$ cat src/cpa_pkg.sv
// ---------------------------------------------------------------------------
// Contiguous page allocator package
// Word types, flag encodings, register indexes and sequencer states.
// ---------------------------------------------------------------------------
package cpa_pkg;

  // Width of a page count and of the usable-pages register
  localparam int unsigned CNT_W  = 11;
  localparam int unsigned BASE_W = 20;
  localparam int unsigned ADDR_W = 32;
  localparam int unsigned CFG_W  = 20;

  // Reset values of the registers
  localparam logic [CNT_W-1:0]  USABLE_RST = 11'd1024;
  localparam logic [BASE_W-1:0] BASE_RST   = 20'd0;

  // Page flag bits
  localparam logic [1:0] FLAG_FREE  = 2'b00;
  localparam logic [1:0] FLAG_TAKEN = 2'b01;
  localparam logic [1:0] FLAG_LAST  = 2'b10;

  typedef enum logic {
    MODE_ALLOC = 1'b0,
    MODE_FREE  = 1'b1
  } mode_e;

  typedef enum logic {
    REG_USABLE_PAGES = 1'b0,
    REG_BASE_PAGE    = 1'b1
  } cfg_reg_e;

  typedef enum logic [2:0] {
    ST_CLEAR,
    ST_IDLE,
    ST_ALLOC_SCAN,
    ST_ALLOC_MARK,
    ST_FREE_CHECK,
    ST_FREE_READ,
    ST_FREE_EVAL,
    ST_RESP
  } state_e;

  typedef struct packed {
    logic              mode;
    logic [CNT_W-1:0]  page_count;
    logic [ADDR_W-1:0] address;
  } in_word_t;

  typedef struct packed {
    logic [ADDR_W-1:0] block_address;
    logic              success;
  } out_word_t;

endpackage

$ cat src/cpa_flag_mem.sv
// ---------------------------------------------------------------------------
// Page flag memory
// One write port and one read port, read data registered.
// ---------------------------------------------------------------------------
module cpa_flag_mem #(
  parameter int unsigned DEPTH = 1024,
  parameter int unsigned AW    = 10
) (
  input  logic          clk_i,
  input  logic          we_i,
  input  logic [AW-1:0] waddr_i,
  input  logic [1:0]    wdata_i,
  input  logic          re_i,
  input  logic [AW-1:0] raddr_i,
  output logic [1:0]    rdata_o
);

  logic [1:0] mem_q [DEPTH];
  logic [1:0] rdata_q;

  // Write port
  always_ff @(posedge clk_i) begin
    if (we_i) begin
      mem_q[waddr_i] <= wdata_i;
    end
  end

  // Registered read port
  always_ff @(posedge clk_i) begin
    if (re_i) begin
      rdata_q <= mem_q[raddr_i];
    end
  end

  assign rdata_o = rdata_q;

endmodule

$ cat src/cpa_ctrl.sv
// ---------------------------------------------------------------------------
// Allocator sequencer
// Clearing pass, first-fit scan, run marking and free walk over the flags.
// ---------------------------------------------------------------------------
module cpa_ctrl
  import cpa_pkg::*;
#(
  parameter int unsigned MAX_PAGES  = 1024,
  parameter int unsigned PAGE_SHIFT = 12,
  parameter int unsigned AW         = 10,
  parameter int unsigned IW         = 11
) (
  input  logic              clk_i,
  input  logic              rst_ni,
  // input words
  input  logic              in_valid_i,
  output logic              in_stall_o,
  input  in_word_t          in_word_i,
  // configuration view
  input  logic [CNT_W-1:0]  pages_i,
  input  logic [ADDR_W-1:0] start_i,
  // result towards the output register
  output logic              res_valid_o,
  output out_word_t         res_word_o,
  input  logic              res_ready_i,
  // flag memory
  output logic              mem_we_o,
  output logic [AW-1:0]     mem_waddr_o,
  output logic [1:0]        mem_wdata_o,
  output logic              mem_re_o,
  output logic [AW-1:0]     mem_raddr_o,
  input  logic [1:0]        mem_rdata_i
);

  localparam logic [AW-1:0] LAST_ENTRY = AW'(MAX_PAGES - 1);

  state_e            state_q, state_d;
  logic [AW-1:0]     clr_q, clr_d;
  logic [CNT_W-1:0]  count_q, count_d;
  logic [ADDR_W-1:0] addr_q, addr_d;
  logic [IW-1:0]     issue_q, issue_d;
  logic [IW-1:0]     proc_q, proc_d;
  logic              rvalid_q, rvalid_d;
  logic [CNT_W-1:0]  run_q, run_d;
  logic [IW-1:0]     first_q, first_d;
  logic [IW-1:0]     hit_q, hit_d;
  logic [IW-1:0]     idx_q, idx_d;
  out_word_t         res_q, res_d;

  logic [IW-1:0]     pages_ext;
  logic [CNT_W-1:0]  run_inc;
  logic [ADDR_W+1:0] end_addr;
  logic [ADDR_W-1:0] addr_off;
  logic              in_range;

  assign pages_ext = IW'(pages_i);
  assign run_inc   = run_q + 1'b1;

  // Free address window: start up to start plus the managed pages
  assign end_addr = (ADDR_W+2)'(start_i) + ((ADDR_W+2)'(pages_i) << PAGE_SHIFT);
  assign addr_off = addr_q - start_i;
  assign in_range = (addr_q != '0) && (addr_q >= start_i)
                    && ((ADDR_W+2)'(addr_q) < end_addr);

  // State register
  always_ff @(posedge clk_i or negedge rst_ni) begin
    if (!rst_ni) begin
      state_q <= ST_CLEAR;
    end else begin
      state_q <= state_d;
    end
  end

  // Control registers
  always_ff @(posedge clk_i or negedge rst_ni) begin
    if (!rst_ni) begin
      clr_q    <= '0;
      rvalid_q <= 1'b0;
    end else begin
      clr_q    <= clr_d;
      rvalid_q <= rvalid_d;
    end
  end

  // Working registers
  always_ff @(posedge clk_i) begin
    count_q <= count_d;
    addr_q  <= addr_d;
    issue_q <= issue_d;
    proc_q  <= proc_d;
    run_q   <= run_d;
    first_q <= first_d;
    hit_q   <= hit_d;
    idx_q   <= idx_d;
    res_q   <= res_d;
  end

  // Next state and outputs
  always_comb begin
    state_d     = state_q;
    clr_d       = clr_q;
    count_d     = count_q;
    addr_d      = addr_q;
    issue_d     = issue_q;
    proc_d      = proc_q;
    rvalid_d    = rvalid_q;
    run_d       = run_q;
    first_d     = first_q;
    hit_d       = hit_q;
    idx_d       = idx_q;
    res_d       = res_q;
    in_stall_o  = 1'b1;
    res_valid_o = 1'b0;
    mem_we_o    = 1'b0;
    mem_waddr_o = clr_q;
    mem_wdata_o = FLAG_FREE;
    mem_re_o    = 1'b0;
    mem_raddr_o = issue_q[AW-1:0];

    unique case (state_q)
      // sweep every entry to free after reset
      ST_CLEAR: begin
        mem_we_o = 1'b1;
        if (clr_q == LAST_ENTRY) begin
          state_d = ST_IDLE;
        end else begin
          clr_d = clr_q + 1'b1;
        end
      end

      ST_IDLE: begin
        in_stall_o = 1'b0;
        if (in_valid_i) begin
          count_d  = in_word_i.page_count;
          addr_d   = in_word_i.address;
          issue_d  = '0;
          run_d    = '0;
          rvalid_d = 1'b0;
          if (in_word_i.mode == MODE_FREE) begin
            state_d = ST_FREE_CHECK;
          end else if ((in_word_i.page_count != '0)
                       && (in_word_i.page_count <= pages_i)) begin
            state_d = ST_ALLOC_SCAN;
          end else begin
            res_d   = '{block_address: '0, success: 1'b0};
            state_d = ST_RESP;
          end
        end
      end

      // pipelined first-fit search: issue one read, judge the previous one
      ST_ALLOC_SCAN: begin
        if (rvalid_q && !mem_rdata_i[0] && (run_inc == count_q)) begin
          first_d  = proc_q + IW'(1) - IW'(count_q);
          idx_d    = proc_q + IW'(1) - IW'(count_q);
          hit_d    = proc_q;
          rvalid_d = 1'b0;
          state_d  = ST_ALLOC_MARK;
        end else if (rvalid_q && (proc_q == pages_ext - IW'(1))) begin
          rvalid_d = 1'b0;
          res_d    = '{block_address: '0, success: 1'b0};
          state_d  = ST_RESP;
        end else begin
          if (rvalid_q) begin
            run_d = mem_rdata_i[0] ? '0 : run_inc;
          end
          if (issue_q < pages_ext) begin
            mem_re_o = 1'b1;
            rvalid_d = 1'b1;
            proc_d   = issue_q;
            issue_d  = issue_q + 1'b1;
          end else begin
            rvalid_d = 1'b0;
          end
        end
      end

      // mark the found run taken, last flag on its final page
      ST_ALLOC_MARK: begin
        mem_we_o    = 1'b1;
        mem_waddr_o = idx_q[AW-1:0];
        if (idx_q == hit_q) begin
          mem_wdata_o = FLAG_TAKEN | FLAG_LAST;
          res_d       = '{block_address: start_i + (ADDR_W'(first_q) << PAGE_SHIFT),
                          success: 1'b1};
          state_d     = ST_RESP;
        end else begin
          mem_wdata_o = FLAG_TAKEN;
          idx_d       = idx_q + 1'b1;
        end
      end

      ST_FREE_CHECK: begin
        if (in_range) begin
          idx_d   = IW'(addr_off >> PAGE_SHIFT);
          res_d   = '{block_address: '0, success: 1'b1};
          state_d = ST_FREE_READ;
        end else begin
          res_d   = '{block_address: '0, success: 1'b0};
          state_d = ST_RESP;
        end
      end

      ST_FREE_READ: begin
        mem_raddr_o = idx_q[AW-1:0];
        if (idx_q < pages_ext) begin
          mem_re_o = 1'b1;
          state_d  = ST_FREE_EVAL;
        end else begin
          state_d  = ST_RESP;
        end
      end

      // clear a taken page; stop on a last page or a free one
      ST_FREE_EVAL: begin
        mem_waddr_o = idx_q[AW-1:0];
        if (mem_rdata_i[0]) begin
          mem_we_o = 1'b1;
          if (mem_rdata_i[1]) begin
            state_d = ST_RESP;
          end else begin
            idx_d   = idx_q + 1'b1;
            state_d = ST_FREE_READ;
          end
        end else begin
          state_d = ST_RESP;
        end
      end

      ST_RESP: begin
        res_valid_o = 1'b1;
        if (res_ready_i) begin
          state_d = ST_IDLE;
        end
      end

      default: begin
        state_d = ST_IDLE;
      end
    endcase
  end

  assign res_word_o = res_q;

endmodule

$ cat src/contiguous_page_allocator.sv
// ---------------------------------------------------------------------------
// Contiguous page allocator (first fit)
// Allocate: a first-fit scan reads one flag entry per cycle, then the found
//   run is marked taken; a miss or a bad count gives a failed reply.
// Free: each flag entry visited is read, then written back, until a last page,
//   a free page or the window end; a rejected address gives a failed reply.
// One word at a time: the next word is taken the cycle after a result leaves.
// After reset a clearing pass over all MAX_PAGES entries runs before input is taken.
// ---------------------------------------------------------------------------
module contiguous_page_allocator
  import cpa_pkg::*;
#(
  parameter int unsigned MAX_PAGES  = 1024,
  parameter int unsigned PAGE_SHIFT = 12
) (
  input  logic             clk_i,
  input  logic             rst_ni,
  // configuration
  input  logic             cfg_we_i,
  input  logic             cfg_idx_i,
  input  logic [CFG_W-1:0] cfg_wdata_i,
  // input words
  input  logic             in_valid_i,
  output logic             in_stall_o,
  input  in_word_t         in_word_i,
  // output words
  output logic             out_valid_o,
  input  logic             out_stall_i,
  output out_word_t        out_word_o
);

  localparam int unsigned AW = (MAX_PAGES > 1) ? $clog2(MAX_PAGES) : 1;
  localparam int unsigned IW = (AW >= CNT_W) ? AW + 1 : CNT_W;

  logic [CNT_W-1:0]  usable_q;
  logic [BASE_W-1:0] base_q;
  logic [CNT_W-1:0]  pages;
  logic [ADDR_W-1:0] start_addr;

  logic              res_valid;
  logic              res_ready;
  out_word_t         res_word;
  logic              out_valid_q;
  out_word_t         out_word_q;

  logic              mem_we;
  logic [AW-1:0]     mem_waddr;
  logic [1:0]        mem_wdata;
  logic              mem_re;
  logic [AW-1:0]     mem_raddr;
  logic [1:0]        mem_rdata;

  // Configuration registers
  always_ff @(posedge clk_i or negedge rst_ni) begin
    if (!rst_ni) begin
      usable_q <= USABLE_RST;
      base_q   <= BASE_RST;
    end else if (cfg_we_i) begin
      unique case (cfg_reg_e'(cfg_idx_i))
        REG_USABLE_PAGES: usable_q <= cfg_wdata_i[CNT_W-1:0];
        REG_BASE_PAGE:    base_q   <= cfg_wdata_i[BASE_W-1:0];
        default:          usable_q <= usable_q;
      endcase
    end
  end

  // Managed page count, clamped to the flag store
  assign pages = (32'(usable_q) > 32'(MAX_PAGES)) ? CNT_W'(MAX_PAGES) : usable_q;
  assign start_addr = ADDR_W'(base_q) << PAGE_SHIFT;

  cpa_ctrl #(
    .MAX_PAGES  (MAX_PAGES),
    .PAGE_SHIFT (PAGE_SHIFT),
    .AW         (AW),
    .IW         (IW)
  ) u_ctrl (
    .clk_i       (clk_i),
    .rst_ni      (rst_ni),
    .in_valid_i  (in_valid_i),
    .in_stall_o  (in_stall_o),
    .in_word_i   (in_word_i),
    .pages_i     (pages),
    .start_i     (start_addr),
    .res_valid_o (res_valid),
    .res_word_o  (res_word),
    .res_ready_i (res_ready),
    .mem_we_o    (mem_we),
    .mem_waddr_o (mem_waddr),
    .mem_wdata_o (mem_wdata),
    .mem_re_o    (mem_re),
    .mem_raddr_o (mem_raddr),
    .mem_rdata_i (mem_rdata)
  );

  cpa_flag_mem #(
    .DEPTH (MAX_PAGES),
    .AW    (AW)
  ) u_flag_mem (
    .clk_i   (clk_i),
    .we_i    (mem_we),
    .waddr_i (mem_waddr),
    .wdata_i (mem_wdata),
    .re_i    (mem_re),
    .raddr_i (mem_raddr),
    .rdata_o (mem_rdata)
  );

  // Output register: takes a result when empty or being drained
  assign res_ready = !out_valid_q || !out_stall_i;

  always_ff @(posedge clk_i or negedge rst_ni) begin
    if (!rst_ni) begin
      out_valid_q <= 1'b0;
    end else if (res_ready) begin
      out_valid_q <= res_valid;
    end
  end

  always_ff @(posedge clk_i) begin
    if (res_ready && res_valid) begin
      out_word_q <= res_word;
    end
  end

  assign out_valid_o = out_valid_q;
  assign out_word_o  = out_word_q;

endmodule

$ cat config.mk
export PLATFORM = sky130hd
export DESIGN_NAME = contiguous_page_allocator
export DESIGN_NICKNAME = d
export VERILOG_FILES = /design/src/cpa_pkg.sv /design/src/cpa_flag_mem.sv /design/src/cpa_ctrl.sv /design/src/contiguous_page_allocator.sv
export SDC_FILE = /design/constraint.sdc
export NUM_CORES = 2
export LEC_CHECK = 0
export BUFFER_PORTS_ARGS = -buffer_cell sky130_fd_sc_hd__buf_4
export CAP_MARGIN = 10
export CORE_MARGIN = 5
export CORE_UTILIZATION = 55
export CTS_BUF_LIST = sky130_fd_sc_hd__clkbuf_8 sky130_fd_sc_hd__clkbuf_16
export DETAILED_ROUTE_END_ITERATION = 12
export PLACE_DENSITY = 0.72
export SLEW_MARGIN = 20
export SYNTH_ARGS = -nofsm -noshare
export SYNTH_HDL_FRONTEND = slang
export SYNTH_SLANG_ARGS = --single-unit
$ cat constraint.sdc
create_clock -name clk_i -period 89.5 [get_ports clk_i]
set_clock_uncertainty 0.2 [all_clocks]
set_input_delay 17.9 -clock clk_i [delete_from_list [all_inputs] [get_ports clk_i]]
set_output_delay 17.9 -clock clk_i [all_outputs]
set_load 0.01 [all_outputs]
==> reports/results.tsv <==
metric	value	unit
Post CTS Setup Buffer Count	0	
Arr. time, crit path	2.13	ns
initial DRC count	9614	
status	completed	
count of buffer and inverter cells on the critical path	1	
number of global-route vias before repair	59210	
LEAKAGE	34.72	nW
top cells by instance count after synthesis	edfxtp_1 (2201), nor2_1 (1153), nand2_1 (959)	
DRC Markers	0	
Reg2Reg Depth	15	
initial antenna violation count	11	
Layout area overhead	9.755	%
GPL Wtd Cong	0.9035	
post-synthesis cell count	6820	
R2R Path Start	u_ctrl.state_q[0]	
Die Area	0.1836	mm²
Worst Max-Slew Pin Slew	1.372	ns
Distinct cells, synth	87	
fin. max-slew vios	0	
RSZ-0062 raised after global routing	no	
setup_tns	0	ns
top-area cell type share of the netlist area	68.64	%
max-cap violations	0	
Max clock buf depth	3	
post-cts sizing count	0	
largest cells by area after synthesis	edfxtp_1 (69%), mux4_2 (6.6%), nor2_1 (4.5%)	
Die H	428.4	µm
f_max	49.44	MHz
synthesized area	0.09630	mm²
cts bufs inserted	213	
R2R setup slack	80.00	ns
Vias	61270	
worst vdd ir	0.00002843	V
TritonCTS clock tree	done	
die width	428.4	µm
Area after DPL	0.09898	mm²
hold endpoint	out_word_o[30]	
largest net degree at the start of global routing	261	
area leader, netlist	edfxtp_1	
first-pass GRT wire length	402.7	mm
critical-path maximum fanout	18	
clock latency on the worst-skew pair	0.87	ns
first drt pass iteration count	6	
worst hold-check path type	flop to flop	
Synth Area per Inst	14.12	µm²
layout cells sized above 1	13.74	%
register area share after synthesis	69.83	%
fin area	0.1057	mm²
hold path startpoint	u_ctrl.res_word_o[30]	
FF+latch count, synth	2247	
CTS sink count	2247	
most frequent cell after synthesis	edfxtp_1	
# fillers	12750	
crit path cell chain	nand3b_1 > buf_4	
Worst Hold Path Cells	0	
clk slew on worst S/H paths	0.06	ns
Final Hold Vio Count	0	
area of the core	0.1740	mm²
num rows	153	
Buffers on Ports	92	
Setup-failing EPs final	0	
Post-synth EDFFs	2201	
YS warnings	0	
H-tree depth	4	
min cycle time layout	20.23	ns
gr ovfl total	0	
Max-slew headroom	8.502	%
final non-filler cell total	9314	
crit path max-delay cell type	dfrtp_1	
CP Capture Type	primary output	
I/O pin count	105	
FF-to-FF End	u_flag_mem.rdata_o[1]	
final net count	6993	
asr flop ratio synth	2.047	%
pwr dens	30.26	mW/mm²
Total GRT Usage	29.82	%
prevailing post-synth register cell	edfxtp_1	
Hold WS	0.2171	ns
critical path class	flop to primary output	
Root Driver	clkbuf_16	
CP delay by family, top	flip-flops	
Routed WL per cell	29.99	µm
number of routed nets with antenna violations	0	
Inst Count DP	8913	
CP Data Required Time	71.40	ns
drt total wl	279.3	mm
hold buffers post-CTS	0	
DP HPWL	159.3	mm
Initial Util	55.34	%
Avg Vias per Cell	6.578	
Final period util	22.60	%
Startpoint Class	flop	
slowest stage delay, CP	0.75	ns
[routing by layer]
| layer | track usage, % | wire length (µm) |
|---|---|---|
| met2 | 45.93 | 128200 |
| met5 | 0 | 36 |
| met3 | 7.245 | 35690 |
| met4 | 15.90 | 17320 |
| met1 | 39.73 | 98060 |
[worst max path at each step]
stage | to | cells after the start | from | slack [ns]
after floorplan | u_flag_mem.mem_q[0][1] | 5 | u_ctrl.state_q[0] | 24.34
after global placement | u_ctrl.res_word_o[26] | 12 | in_word_i[33] | 68.95
after detailed placement | u_ctrl.res_word_o[24] | 12 | in_word_i[33] | 68.94
after CTS | in_stall_o | 2 | u_ctrl.state_q[0] | 69.24
after global routing | in_stall_o | 2 | u_ctrl.state_q[0] | 69.17
final | in_stall_o | 2 | u_ctrl.state_q[0] | 69.27
[cells in the final DEF (no fill, tap or decap), types with 22 or more instances in the layout]
cell type     n
ha_1        116
xor2_1       36
nand4_1      58
xnor2_1      80
a31oi_1      87
dfrtp_1      45
a21o_1       26
nand2b_1     23
nor4_1       33
clkinv_1     56
nand2_2      50
nor2_1     1147
edfxtp_1   2201
mux2_2       39
a22oi_1      34
mux4_2      281
o21ai_0      78
and3_1       44
a221oi_1     25
nand2_1     908
nand3_1     293
a21oi_1     105
buf_4       227
clkbuf_16   215
inv_1       126
mux2i_1     108
nor3_1       43
clkinv_2     43
o2111ai_1    42
o22ai_1      58
o211ai_1     22
[stage by stage]
step                total power [mW]  setup slack [ns]  util [%]
finish                         3.198             69.27     60.74
global route                   3.292             69.17     60.73
CTS                            3.176             69.24     60.70
detailed placement             2.322             68.94     56.88
global placement               2.309             68.95     56.87
floorplan                      2.036             24.34         -
[kinds of logic after synthesis]
group           after synthesis  synth area share [%]
fa+ha+maj                   120                 1.590
compound gates              646                 4.623
other cells                   1              0.003894
xor+xnor                    116                 1.055
buf+inv                     561                 2.920
simple gates               2690                 11.63
mux                         439                 8.343
flops                      2247                 69.83
[sequential cells by signal (all words and copies together), names as in the netlist, 2 cells and up]
signal and cells:
u_flag_mem.mem_q 2048, u_ctrl.addr_q 32, out_word_o 21, u_ctrl.res_word_o 21, base_q 20, u_ctrl.count_q 11
u_ctrl.first_q 11, u_ctrl.hit_q 11, u_ctrl.idx_q 11, u_ctrl.issue_q 11, u_ctrl.proc_q 11, u_ctrl.run_q 11
usable_q 11, u_ctrl.clr_q 10, u_ctrl.state_q 3, u_flag_mem.rdata_o 2
[worst reg2reg max path: cells and delay by family (launching register included)]
family | cells | cell delay, ns
simple gates | 4 | 2.56
compound gates | 4 | 1.15
flops | 1 | 0.75
mux | 1 | 0.62
buf+inv | 6 | 3.94
[cell type report]
class / count / area (µm²) / area share, %
antenna: 8 / 20.02 / 0.01894
sequential: 2247 / 67250 / 63.63
inverter: 78 / 300.3 / 0.2841
clock buffer: 216 / 5394 / 5.104
multi-input combinational: 4023 / 26610 / 25.18
tap: 2325 / 2909 / 2.752
clock inverter: 177 / 1251 / 1.184
timing repair buffer: 240 / 1956 / 1.850
[where the power goes]
| part | leakage (nW) | internal, mW | switching, mW |
|---|---|---|---|
| logic | 10.3 | 0.301 | 0.727 |
| registers | 20.9 | 1.27 | 0.0345 |
| clock network | 3.47 | 0.476 | 0.391 |
| total | 34.7 | 2.05 | 1.15 |
(Power assumes the default switching activity.)
